$ cat src/rtl/mlfqs_priority_engine_defines.svh
// Assertion macros for the priority engine.
`ifndef MLFQS_PRIORITY_ENGINE_DEFINES_SVH
`define MLFQS_PRIORITY_ENGINE_DEFINES_SVH
`ifndef SYNTH
`define MLFQS_ASSERT_IMP(lbl, ck, rn, a, c) \
	lbl: assert property (@(posedge ck) disable iff (!rn) (a) |-> (c)) \
		else $error("mlfqs: same-cycle check failed");
`define MLFQS_ASSERT_NXT(lbl, ck, rn, a, c) \
	lbl: assert property (@(posedge ck) disable iff (!rn) (a) |=> (c)) \
		else $error("mlfqs: next-cycle check failed");
`else
`define MLFQS_ASSERT_IMP(lbl, ck, rn, a, c)
`define MLFQS_ASSERT_NXT(lbl, ck, rn, a, c)
`endif
`endif

$ cat src/rtl/mlfqs_mul.sv
// Shared signed multiplier with registered product.
module mlfqs_mul (
	input  logic               clk,
	input  logic signed [31:0] op_a,
	input  logic signed [15:0] op_b,
	output logic signed [47:0] prod_s1
);

	always_ff @(posedge clk) begin
		prod_s1 <= 48'(op_a) * 48'(op_b);
	end

endmodule

$ cat config.mk
export PLATFORM = sky130hd
export DESIGN_NAME = mlfqs_mul
export DESIGN_NICKNAME = d
export VERILOG_FILES = /design/src/rtl/mlfqs_priority_engine_defines.svh /design/src/rtl/mlfqs_mul.sv
export SDC_FILE = /design/constraint.sdc
export NUM_CORES = 1
export LEC_CHECK = 0
export BUFFER_PORTS_ARGS = -buffer_cell sky130_fd_sc_hd__buf_2
export CAP_MARGIN = 20
export CORE_MARGIN = 5
export CORE_UTILIZATION = 59
export DETAILED_ROUTE_END_ITERATION = 12
export GPL_TIMING_DRIVEN = 0
export PLACE_DENSITY = 0.82
export SLEW_MARGIN = 20
export SYNTH_ARGS = -nofsm -noshare
export SYNTH_HDL_FRONTEND = slang
export SYNTH_SLANG_ARGS = --single-unit
export TNS_END_PERCENT = 10
$ cat constraint.sdc
create_clock -name clk -period 6.4 [get_ports clk]
set_clock_uncertainty 0.1 [all_clocks]
set_input_delay 0.64 -clock clk [delete_from_list [all_inputs] [get_ports clk]]
set_output_delay 0.64 -clock clk [all_outputs]
set_load 0.05 [all_outputs]
**Word level (Yosys, flattened, before mapping)**

Cells that the tools add are included.

- Multiply operators: 1

Operators by type and width:

| kind | number |
|---|---|
| 32-bit by 16-bit multiplier with 48-bit output | 1 |

- Flip-flop bits (word level): 48
- Output and inout bits: 48
- Word-level logic and storage cells: 2

**Depth between registers and ports, before layout**

- Word-level depth: 1
- Depth in mapped cells: 26
- Mapped depth without buffers: 24

**Least setup slack after synthesis**

No wires, ideal clock.

- Path type: input port to flip-flop
- From: input op_a[30]
- To: register prod_s1[46]
- Library setup time: 0.127 ns
- Data arrival time: 6.238 ns
- Slack: -0.064 ns
- Stages on the path: 24
- Path buffers: 2
- Cells stage by stage: clkbuf_1 nand2_1 fa_1 inv_1 fa_1 inv_1 fa_1 inv_1 fa_1 fa_1 inv_1 fa_1 inv_1 ha_1 clkbuf_1 a21o_1 a21o_1 a211oi_1 o31ai_1 a31o_2 a21o_1 a221oi_1 o21ai_0 xor2_1

- Word-level cells in the longest chain between the ends: 1

RTL lines:

| element | RTL line | text |
|---|---|---|
| start, declared | mlfqs_mul.sv:4 | `input logic signed [31:0] op_a,` |
| 32-bit by 16-bit multiplier with 48-bit output | mlfqs_mul.sv:10 | `prod_s1 <= 48'(op_a) * 48'(op_b);` |
| end signal, assigned | mlfqs_mul.sv:10 |  |
| end, declared | mlfqs_mul.sv:6 | `output logic signed [47:0] prod_s1` |

Every way passes these cells.

**Worst setup path after layout**

- From: input op_a[4]
- To: register prod_s1[45]

The elaborated chain is that of the path after synthesis.

==> results by group <==
Run status
  – Outcome: complete, but fails checks
  – Failing checks: negative setup slack

Setup path
  – Crit-path cells: buf_12 -> buf_8 -> buf_6 -> buf_6 -> and2_4 -> fa_1 -> fa_1 -> fa_1 -> fa_2 -> fa_1 -> inv_2 -> fa_1 -> inv_2 -> ha_4 -> a211o_1 -> o211ai_1 -> o21ai_2 -> o31a_1 -> o21ai_2 -> nor2_2 -> a221oi_2 -> xnor2_1
  – CP Data Required Time: 6.51 ns
  – Worst Setup End Kind: flop
  – Most used cell, CP: fa_1
  – CP Launch Type: input port
  – WP data arrival: 6.53 ns
  – Slowest stage cell, crit path: fa_1
  – Max incr delay on CP: 0.59 ns
  – Crit Path Class: input port to flop
  – CP max FO: 7

Route
  – Post-DR vias/cell: 5.65
  – Drt wl/cell: 20.9 µm
  – DRC errors left: 0
  – Drt total wl: 54900 µm
  – Drt pass-1 iters: 6
  – Detail Route Antenna Nets: 0
  – DRT iter0 DRCs: 1174
  – Vias: 14800

CTS
  – Root Buffer: clkbuf_16
  – Worst-case clock buffer depth: 2
  – CTS tree: done
  – Clock sinks: 48
  – Reg clk slew, reported paths: 0.07 ns
  – Total clock buffers created by CTS: 5
  – H-tree depth: 2
  – Cts hold-fix bufs: 0

Place
  – GP Congestion: 1.01
  – PortBufs: 96
  – DP HPWL: 44200 µm
  – Dpl ws: -1.61 ns
  – Post-Place Cells: 2571
  – Placed Area: 0.0198 mm²

Finish
  – Largest Register: prod_s1
  – Area delta synth->final: 15.7%
  – Commonest non-fill, non-tap cell in the layout: inv_1
  – # fillers: 2286
  – Non-Filler Instances: 2621
  – Fin nets: 2863
  – Design Area, Final: 0.0217 mm²
  – Biggest registers after layout: prod_s1 (48)
  – Share of post-route cells with drive strength above 1: 14.6%
  – Number of flip-flops under the largest register name: 48
  – Commonest cells after routing, fill and taps aside: inv_1, fa_1, nand2_1

Synthesis
  – Primary FF master, synth: dfxtp_1
  – Synthesized area per cell: 9.05 µm²
  – Syn Inst Count: 2073
  – Syn Nets: 2722
  – Post-synth ARST share: 0%
  – Yosys reg bits: 48
  – Sequential area share after synthesis: 5.12%
  – Synth cell types: 44
  – Mapped Area: 0.0188 mm²
  – EDFF count, synth: 0
  – Yosys warnings: 0

STA
  – Final period util: 100%
  – Setup ws final: -0.0232 ns
  – Crit path time final: 6.42 ns
  – Worst slew margin: 56.9%
  – Final slew viol count: 0
  – # setup viols final: 2
  – FMAX: 0.156 GHz
  – Worst-Margin Slew: 0.646 ns
  – RSZ-0062 raised after global routing: true
  – Final Hold Fails: 0

Floorplanning
  – Initial Util: 59.6%
  – Core Rows: 65
  – Core Region: 0.0315 mm²
  – Die X: 188 µm
  – I/O pin count: 97
  – Die height: 188 µm
  – Die area: 0.0355 mm²

Global route
  – First-pass GRT wire length: 85000 µm
  – Initial antenna violation count: 4
  – Gr ovfl total: 0
  – Vias in the first global route: 16000
  – Largest net degree at the start of global routing: 17
  – Total Routing Usage GR: 30.9%

Run
  – Max Cap Violations: 0

Min path
  – HP Class: input port to flop
==> layer usage <==
metal / share of wire [%] / up-vias / routed length [µm] / track usage (%)
met2: 48 / 852 / 26400 / 52.0
met5: 0.020 / - / 11 / 0
li1: - / 6228 / - / -
met1: 35 / 7454 / 19000 / 38.1
met3: 9.9 / 274 / 5430 / 5.69
met4: 7.3 / 2 / 4020 / 16.8
==> cells in the mapped netlist, drive strengths merged, types with 2 or more instances <==
master / number / area (µm²)
and4: 3 / 28.8
dfxtp: 48 / 961
xor2: 11 / 96.3
ha: 114 / 1430
and3: 6 / 37.5
fa: 486 / 9730
nor2b: 4 / 25.0
nand3: 10 / 50.1
xnor2: 40 / 350
a31oi: 4 / 25.0
nand4: 8 / 50.1
o21bai: 10 / 75.1
clkbuf: 89 / 334
a221oi: 4 / 53.8
o211ai: 4 / 30.0
o22ai: 2 / 12.5
a21o: 28 / 210
o21a: 4 / 30.0
a21oi: 44 / 228
inv: 555 / 2080
nand2b: 9 / 56.3
nand2: 297 / 1110
nor2: 36 / 135
a211o: 2 / 17.5
and2: 203 / 1270
a21boi: 3 / 22.5
a211oi: 3 / 22.5
o31ai: 3 / 22.5
or3: 3 / 18.8
nor3: 5 / 25.0
o21ai: 26 / 141
==> worst paths after layout <==
check             startpoint     endpoint  slack (ns)  cells past startpoint
setup / recovery     op_a[4]  prod_s1[45]       -0.02                     22
hold / removal       op_b[0]   prod_s1[0]        0.55                      2
==> kinds of logic (layout without fill, tap and decap cells) <==
logic type	Yosys count	count (layout)	synth area share, %
flip-flops	48	48	5.12
XOR/XNOR	51	51	2.38
other	0	4	0
adder cells (fa/ha/maj)	600	600	59.4
AO/OA/AOI/OAI	143	143	5.11
buffers and inverters	646	788	12.9
AND/OR/NAND/NOR	585	585	15.0
==> cell type report <==
class                   instances  area (µm²)  area share, %
inverters                     556        2090           9.64
flip-flops and latches         48         961           4.42
clock buffers                   7         143          0.657
diodes                          4        10.0         0.0461
well taps                     402         503           2.32
plain buffers                  82         997           4.59
multi-input cells            1379       16000           73.6
clock inverters                 1        7.51         0.0346
repair buffers                142        1030           4.73
==> per-stage QoR <==
| stage | util (%) | hold slack, ns | setup TNS [ns] |
|---|---|---|---|
| detailed placement | 62.8 | 0.888 | -27.17 |
| finish | 69.0 | 0.551 | -0.0313 |
| floorplan | - | 0.662 | 0 |
| global route | 69.0 | 0.566 | -1.08 |
| global placement | 62.8 | 0.875 | -29.06 |
| CTS | 66.3 | 0.553 | -0.0361 |
==> worst max-delay path: cells and delay by family <==
family	cells	cell delay [ns]
adder cells (fa/ha/maj)	7	3.33
AO/OA/AOI/OAI	6	1.63
buffers and inverters	6	0.57
AND/OR/NAND/NOR	2	0.24
XOR/XNOR	1	0.10
==> what timing repair did <==
item / 4_1_cts / 5_1_grt
setup endpoints to repair: 25 / 17
pin swaps: 20 / 70
cloned: 0 / 3
setup buffers: 13 / 31
resized for setup: 245 / 203
Power is left out: the tool's default activity adds up to more than one toggle a clock period on the data nets, which glitch-free logic cannot reach.
