===== config.mk =====
export PLATFORM = sky130hd
export DESIGN_NAME = mlfqs_div
export DESIGN_NICKNAME = d
export VERILOG_FILES = /design/src/rtl/mlfqs_priority_engine_defines.svh /design/src/rtl/mlfqs_pkg.sv /design/src/rtl/mlfqs_div.sv
export SDC_FILE = /design/constraint.sdc
export NUM_CORES = 1
export LEC_CHECK = 0
export ABC_AREA = 1
export BUFFER_PORTS_ARGS = -buffer_cell sky130_fd_sc_hd__buf_2
export CAP_MARGIN = 20
export CORE_MARGIN = 1.5
export CORE_UTILIZATION = 35
export CTS_CLUSTER_DIAMETER = 150
export DETAILED_ROUTE_END_ITERATION = 7
export PLACE_DENSITY = 0.54
export SLEW_MARGIN = 20
export SYNTH_ARGS = -nofsm -noshare
export SYNTH_HDL_FRONTEND = slang
export SYNTH_SLANG_ARGS = --single-unit
export TNS_END_PERCENT = 30

===== constraint.sdc =====
create_clock -name clk -period 3.3 [get_ports clk]
set_clock_uncertainty 0.1 [all_clocks]
set_input_delay 0.66 -clock clk [delete_from_list [all_inputs] [get_ports clk]]
set_output_delay 0.66 -clock clk [all_outputs]
set_load 0.02 [all_outputs]

===== src/rtl/mlfqs_priority_engine_defines.svh =====
// Assertion macros for the priority engine.
`ifndef MLFQS_PRIORITY_ENGINE_DEFINES_SVH
`define MLFQS_PRIORITY_ENGINE_DEFINES_SVH
`ifndef SYNTH
`define MLFQS_ASSERT_IMP(lbl, ck, rn, a, c) \
	lbl: assert property (@(posedge ck) disable iff (!rn) (a) |-> (c)) \
		else $error("mlfqs: same-cycle check failed");
`define MLFQS_ASSERT_NXT(lbl, ck, rn, a, c) \
	lbl: assert property (@(posedge ck) disable iff (!rn) (a) |=> (c)) \
		else $error("mlfqs: next-cycle check failed");
`else
`define MLFQS_ASSERT_IMP(lbl, ck, rn, a, c)
`define MLFQS_ASSERT_NXT(lbl, ck, rn, a, c)
`endif
`endif


===== src/rtl/mlfqs_pkg.sv =====
// Shared types and constants of the priority engine.
package mlfqs_pkg;

	localparam int FRAC_BITS = 14;
	localparam int FP_ONE = 16384;
	localparam int FP_HALF = 8192;
	localparam int PRI_SHIFT = 16;
	localparam int LA_DECAY = 59 * FP_ONE / 60;
	localparam int LA_GAIN = FP_ONE / 60;
	localparam int X100 = 100;
	localparam int LA_X100_MAX = 6400;
	localparam int NICE_LIM = 20;

	localparam int DIV_NW = 47;
	localparam int DIV_DW = 33;
	localparam int DIV_CW = 6;
	localparam int COEF_W = 15;

	typedef enum logic [2:0] {
		CMD_TICK   = 3'd0,
		CMD_NICE   = 3'd1,
		CMD_CREATE = 3'd2,
		CMD_EXIT   = 3'd3,
		CMD_READY  = 3'd4,
		CMD_SWITCH = 3'd5
	} cmd_t;

	typedef enum logic [4:0] {
		ST_IDLE, ST_DISP, ST_CHG_RD, ST_CHG_WR, ST_CNT, ST_LA_MUL, ST_LA_ADD,
		ST_DIV_GO, ST_DIV_WAIT, ST_RC_SCAN, ST_PRI_SCAN, ST_RUN_RD, ST_RUN_GET,
		ST_OUT_SCAN, ST_NICE_RD, ST_NICE_WR, ST_NEW_RD, ST_NEW_WR, ST_REP_RD,
		ST_REP_GET, ST_REP_RC, ST_REP_LA, ST_DONE
	} state_t;

	typedef struct packed {
		logic busy;
		logic done;
	} div_stat_t;

endpackage


===== src/rtl/mlfqs_div.sv =====
// Bit-serial restoring divider, one quotient bit per cycle.
module mlfqs_div import mlfqs_pkg::*; (
	input  logic              clk,
	input  logic              arst_n,
	input  logic              start,
	input  logic [DIV_NW-1:0] num,
	input  logic [DIV_DW-1:0] den,
	output logic [DIV_NW-1:0] quo,
	output div_stat_t         stat
);

	logic              busy_q;
	logic              done_q;
	logic [DIV_CW-1:0] cnt_q;
	logic [DIV_DW-1:0] rem_q;
	logic [DIV_NW-1:0] num_q;
	logic [DIV_DW-1:0] den_q;
	logic [DIV_DW:0]   trial;
	logic              fits;

	assign trial = {rem_q, num_q[DIV_NW-1]};
	assign fits = trial >= {1'b0, den_q};

	always_ff @(posedge clk or negedge arst_n) begin
		if (!arst_n) begin
			busy_q <= 1'b0;
			done_q <= 1'b0;
			cnt_q <= '0;
		end else begin
			done_q <= 1'b0;
			if (start) begin
				busy_q <= 1'b1;
				cnt_q <= DIV_CW'(DIV_NW - 1);
			end else if (busy_q) begin
				cnt_q <= cnt_q - DIV_CW'(1);
				if (cnt_q == '0) begin
					busy_q <= 1'b0;
					done_q <= 1'b1;
				end
			end
		end
	end

	always_ff @(posedge clk) begin
		if (start) begin
			num_q <= num;
			den_q <= den;
			rem_q <= '0;
		end else if (busy_q) begin
			rem_q <= fits ? DIV_DW'(trial - {1'b0, den_q}) : DIV_DW'(trial);
			num_q <= {num_q[DIV_NW-2:0], fits};
		end
	end

	assign quo = num_q;
	assign stat.busy = busy_q;
	assign stat.done = done_q;

endmodule


# After elaboration in Yosys (flattened, before gate mapping)
# Cells that the tools add are included.
[totals]
elab_cells = 22
in_bits = 83
register_bits = 121
[classes]
reduce_logical = 2
mux = 11
addsub = 2
order_cmp = 1
[ops]
columns = ["operator", "count"]
rows = [
  ["$mux 47", 2],
  ["$ge 34x33->1", 1],
  ["$mux 33", 1],
  ["$sub 33x33->33", 1],
  ["$mux 6", 2],
  ["$logic_not 6->1", 1],
  ["$mux 1", 6],
  ["$sub 6x1->6 const B", 1],
  ["$reduce_bool 2->1", 1],
]

# Longest topological paths before layout
[logic_depth]
ltp_word = 4
mapped_depth = 17
depth_no_buf = 17

# Least setup slack after synthesis
# Ideal clock, no wire load.
[synth_path]
path_kind = "input to register"
startpoint = "input start"
endpoint = "register num_q[0], in the netlist quo[0] (enable)"
path_stages = 4
t_arrival_ns = 2.576
path_slack_ns = 0.194
required_time_ns = 2.770
path_cell_list = "clkbuf_1 > nor2_1 > inv_1 > clkbuf_1"
[synth_via]
elab_chain_len = 1
[synth_lines]
columns = ["item", "line", "text"]
rows = [
  ["start, declared", "mlfqs_div.sv:5", "input logic start,"],
  ["$reduce_bool 2->1 (no source line)", "-", ""],
  ["end signal, assigned", "mlfqs_div.sv:46", "num_q <= num;"],
  ["end signal, assigned", "mlfqs_div.sv:51", "num_q <= {num_q[DIV_NW-2:0], fits};"],
  ["end, declared", "mlfqs_div.sv:16", "logic [DIV_NW-1:0] num_q;"],
]
# Every way passes these cells.
# A chain may end at the register's enable or synchronous reset.

# Final worst setup path
[layout_path]
startpoint = "register num_q[46], in the netlist quo[46]"
endpoint = "register rem_q[18]"
[layout_via]
elab_chain_len = 2
word_cells_on_any_way = 3
classes_between = "1 x add/sub; 1 x order compare; 1 x mux"
[layout_lines]
columns = ["item", "line", "text"]
rows = [
  ["$sub 33x33->33 or $ge 34x33->1 (tied branches)", "mlfqs_div.sv:50, mlfqs_div.sv:22", ""],
  ["$mux 33 (*)", "mlfqs_div.sv:50", "rem_q <= fits ? DIV_DW'(trial - {1'b0, den_q}) : DIV_DW'(trial);"],
  ["end signal, assigned", "mlfqs_div.sv:50", ""],
  ["end, declared", "mlfqs_div.sv:15", "logic [DIV_DW-1:0] rem_q;"],
]
# Every way passes the cells marked *; elsewhere a longest branch is shown, timed or not.

==> impl_metrics.csv <==
group,metric,value,unit
timing,clock.fmax,0.354,GHz
floorplan,dieHeight,151,um
finish,layout_common_cells,"nand2_1, inv_1, buf_2",
logic_synthesis,yosys.area.top_type,"edfxtp_1",
global_route,grt_overflow,0,
global_route,grt_pass1_vias,6666,
logic_synthesis,synthFlopType,"edfxtp_1",
finish,finalInstanceArea,9220,sq um
detailed_routing,post-route-drc-count,0,
clocking,cts_buffers,17,
power_and_ir_drop,p_sw_frac,0.409,
detailed_routing,route.met3.wl,1.41,mm
global_route,antenna_found_initial,1,
logic_synthesis,synth_area,7700,sq um
power_and_ir_drop,clkPwrFrac,0.283,
detailed_routing,drt_pre_antenna_iters,5,
finish,syn_to_final_growth,19.7,%
placement,gp_congestion,0.879,
logic_synthesis,avgSynthCellArea,7.09,sq um
clocking,root_buffer,"clkbuf_16",
logic_synthesis,ys_seq_area_frac,0.424,
detailed_routing,met2_length,9.08,mm
clocking,clkSinkCount,121,
critical_path,slowest_stage,"fa_1",
logic_synthesis,ys_warn_count,0,
floorplan,die_w,151,um
floorplan,ios,132,
logic_synthesis,async_flop_share,0.0661,
power_and_ir_drop,p_int,3920,uW
clocking,clk_latency,430,ps
power_and_ir_drop,p_sw,2710,uW
detailed_routing,totalWireLength,20.5,mm
timing,hold_viol,0,
run_status,outcome,"complete, no violations",
clocking,cts_hold_buf,1,
detailed_routing,postRouteAntennaNets,0,
logic_synthesis,synth_edf_count,80,
timing,tightest_slew,874,ps
finish,ff_latch_area,3260,sq um
timing,setup_tns,0,ps
critical_path,r2r_start,"quo[46]$_DFFE_PP_",
floorplan,die_area,22900,sq um
detailed_routing,top_layer_used,"met4",
critical_path,critPathLaunchType,"flip-flop",
logic_synthesis,ys_ff_latch,121,
floorplan,fp-row-count,54,
finish,instances_no_fill,1511,
power_and_ir_drop,p_seq_frac,0.305,
timing,slew_viol_final,0,
detailed_routing,via_count,6856,
placement,placed_area,8620,sq um
global_route,grt_pass1_wl,33.4,mm
power_and_ir_drop,leakage,0.00498,uW
detailed_routing,viasPerCell,4.54,
clocking,post-cts-setup-buffer-count,0,
timing,fin_crit_sh,0.855,
finish,final_common_cell,"nand2_1",
detailed_routing,met1Wirelength,9.82,mm
placement,port_buffers,131,
placement,dp.final_hpwl,15.2,mm
timing,rsz0062_at_grt,"false",
finish,multi_input_area,3560,sq um
timing,period_needed,2820,ps
power_and_ir_drop,power_frac_comb,0.412,
critical_path,endpoint_kind,"flip-flop",
finish,drive_gt1_frac,0.158,
critical_path,crit_chain,"inv_1 -> ha_1 -> inv_1 -> fa_1 -> nand3_2 -> nand3_2 -> nand2_2 -> nand2_2 -> nand2_4 -> nand2_4 -> nand2_1 -> nand3_1 -> o21ai_1",
floorplan,coreArea,21700,sq um
critical_path,slowest_delay,450,ps
power_and_ir_drop,ir_drop,344,uV
global_route,grt_usage,0.190,
hold_path,hold_start,"den[4]",
timing,max_slew_margin,0.417,
hold_path,hp-class,"primary input to flip-flop",
critical_path,crit_fanout,36,
clocking,cts_tree,"built",
critical_path,startpoint,"quo[46]$_DFFE_PP_",
clocking,post_cts_resize_count,0,
finish,nets,1336,
logic_synthesis,synthTopCellsByArea,"edfxtp_1, nand2_1, inv_1, dfxtp_1, ha_1",
critical_path,required,3550,ps
power_and_ir_drop,power-per-cell-area,719,nW/um^2
detailed_routing,drt_first_iter_violations,404,
critical_path,crit_type,"flip-flop to flip-flop",
global_route,grt_max_degree,54,
floorplan,start_util,0.355,
timing,setup_viol,0,
clocking,path_clk_slew,60,ps
logic_synthesis,syn_nets,1205,
clocking,htreeDepth,4,
logic_synthesis,synth_cell_types,33,
logic_synthesis,yosysTopAreaCellShare,0.312,
critical_path,arrival,3070,ps
clocking,clk_path_buf_depth,2,
detailed_routing,avgRoutedWirePerCell,13.6,um
finish,final.fill_count,2287,
logic_synthesis,synthCells,1086,
flow_run,drv_cap,0,
placement,placed_cells,1477,
## final timing paths
path,end,slack (ps),cells past startpoint
worst min-delay path,den_q[4]$_DFFE_PP_,310,1
worst max register to register,rem_q[18]$_SDFFE_PP0P_,480,13
worst max-delay path,rem_q[18]$_SDFFE_PP0P_,480,13
min in group asynchronous,cnt_q[1]$_DFFE_PN0P_,510,2
worst min register to register,rem_q[32]$_SDFFE_PP0P_,360,2
max in group asynchronous,cnt_q[4]$_DFFE_PN0P_,2410,2
## flip-flops by register name (all words and copies together) (netlist names)
signal	flops
busy_q	1
cnt_q	6
den_q	33
done_q	1
quo	47
rem_q	33
## through the flow
step / utilization / hold WS, ps / setup WS (ps) / power, uW
after global routing: 0.425 / 288 / 265 / 7150
final: 0.425 / 306 / 478 / 6620
after global placement: 0.398 / 337 / 542 / 4780
after detailed placement: 0.398 / 348 / 508 / 4770
after CTS: 0.425 / 287 / 481 / 6680
after floorplan: - / 264 / 194 / 4120
## per-layer routing
metal / GRT usage / up-vias
li1: - / 3618
met1: 0.249 / 3050
met2: 0.303 / 175
met3: 0.0581 / 13
met4: 0.0510 / 0
met5: 0 / -
## Yosys cell counts, types with 2 or more instances
cell type  instances
nand3_1           80
buf_4              2
nand4_1            5
ha_1              35
buf_6              3
nand2_2            6
dfrtp_1            8
nor2_4             2
nand2_1          461
nand3b_1          20
inv_1            190
o21ai_1           13
o21bai_1           2
dfxtp_1           33
nor2_1            45
nor3_1             9
buf_1              2
buf_2              9
edfxtp_1          80
nand2_4            2
o21ai_0            7
nor2_2             4
inv_2              4
and2_1             9
clkbuf_1          12
xnor2_1           15
a21oi_1           20
nand3_2            3
## kinds of logic after synthesis
logic type	share of synthesized area
and+or+nand+nor	0.355
AOI/OAI and AO/OA	0.0307
adders and majority gates	0.0595
buffers and inverters	0.114
xor gates and xnor gates	0.0171
DFF	0.424
## cell type report
cell class,count,share of cell area
Clock inverter,15,0.0166
Timing Repair Buffer,140,0.0790
Antenna cell,1,0.000272
Tap cell,280,0.0380
Multi-Input combinational cell,743,0.387
Inverter,194,0.0790
Sequential cell,121,0.354
Clock buffer,17,0.0462
## power by group through the flow
stage	clock network, uW	registers [uW]	logic, uW
after detailed placement	0	2040	2730
after floorplan	0	2080	2030
final	1870	2020	2730
after CTS	1910	2020	2750
after global placement	0	2040	2730
after global routing	1980	2050	3120
## critical path, delay by kind of cell (launching register included)
kind                     cells  cell delay, ps
AND/OR/NAND/NOR              8            1390
flip-flops                   1             370
buffers and inverters        2             170
adder cells (fa/ha/maj)      2             590
AO/OA/AOI/OAI                1             100
No activity file was read; power rests on OpenSTA's default activity.
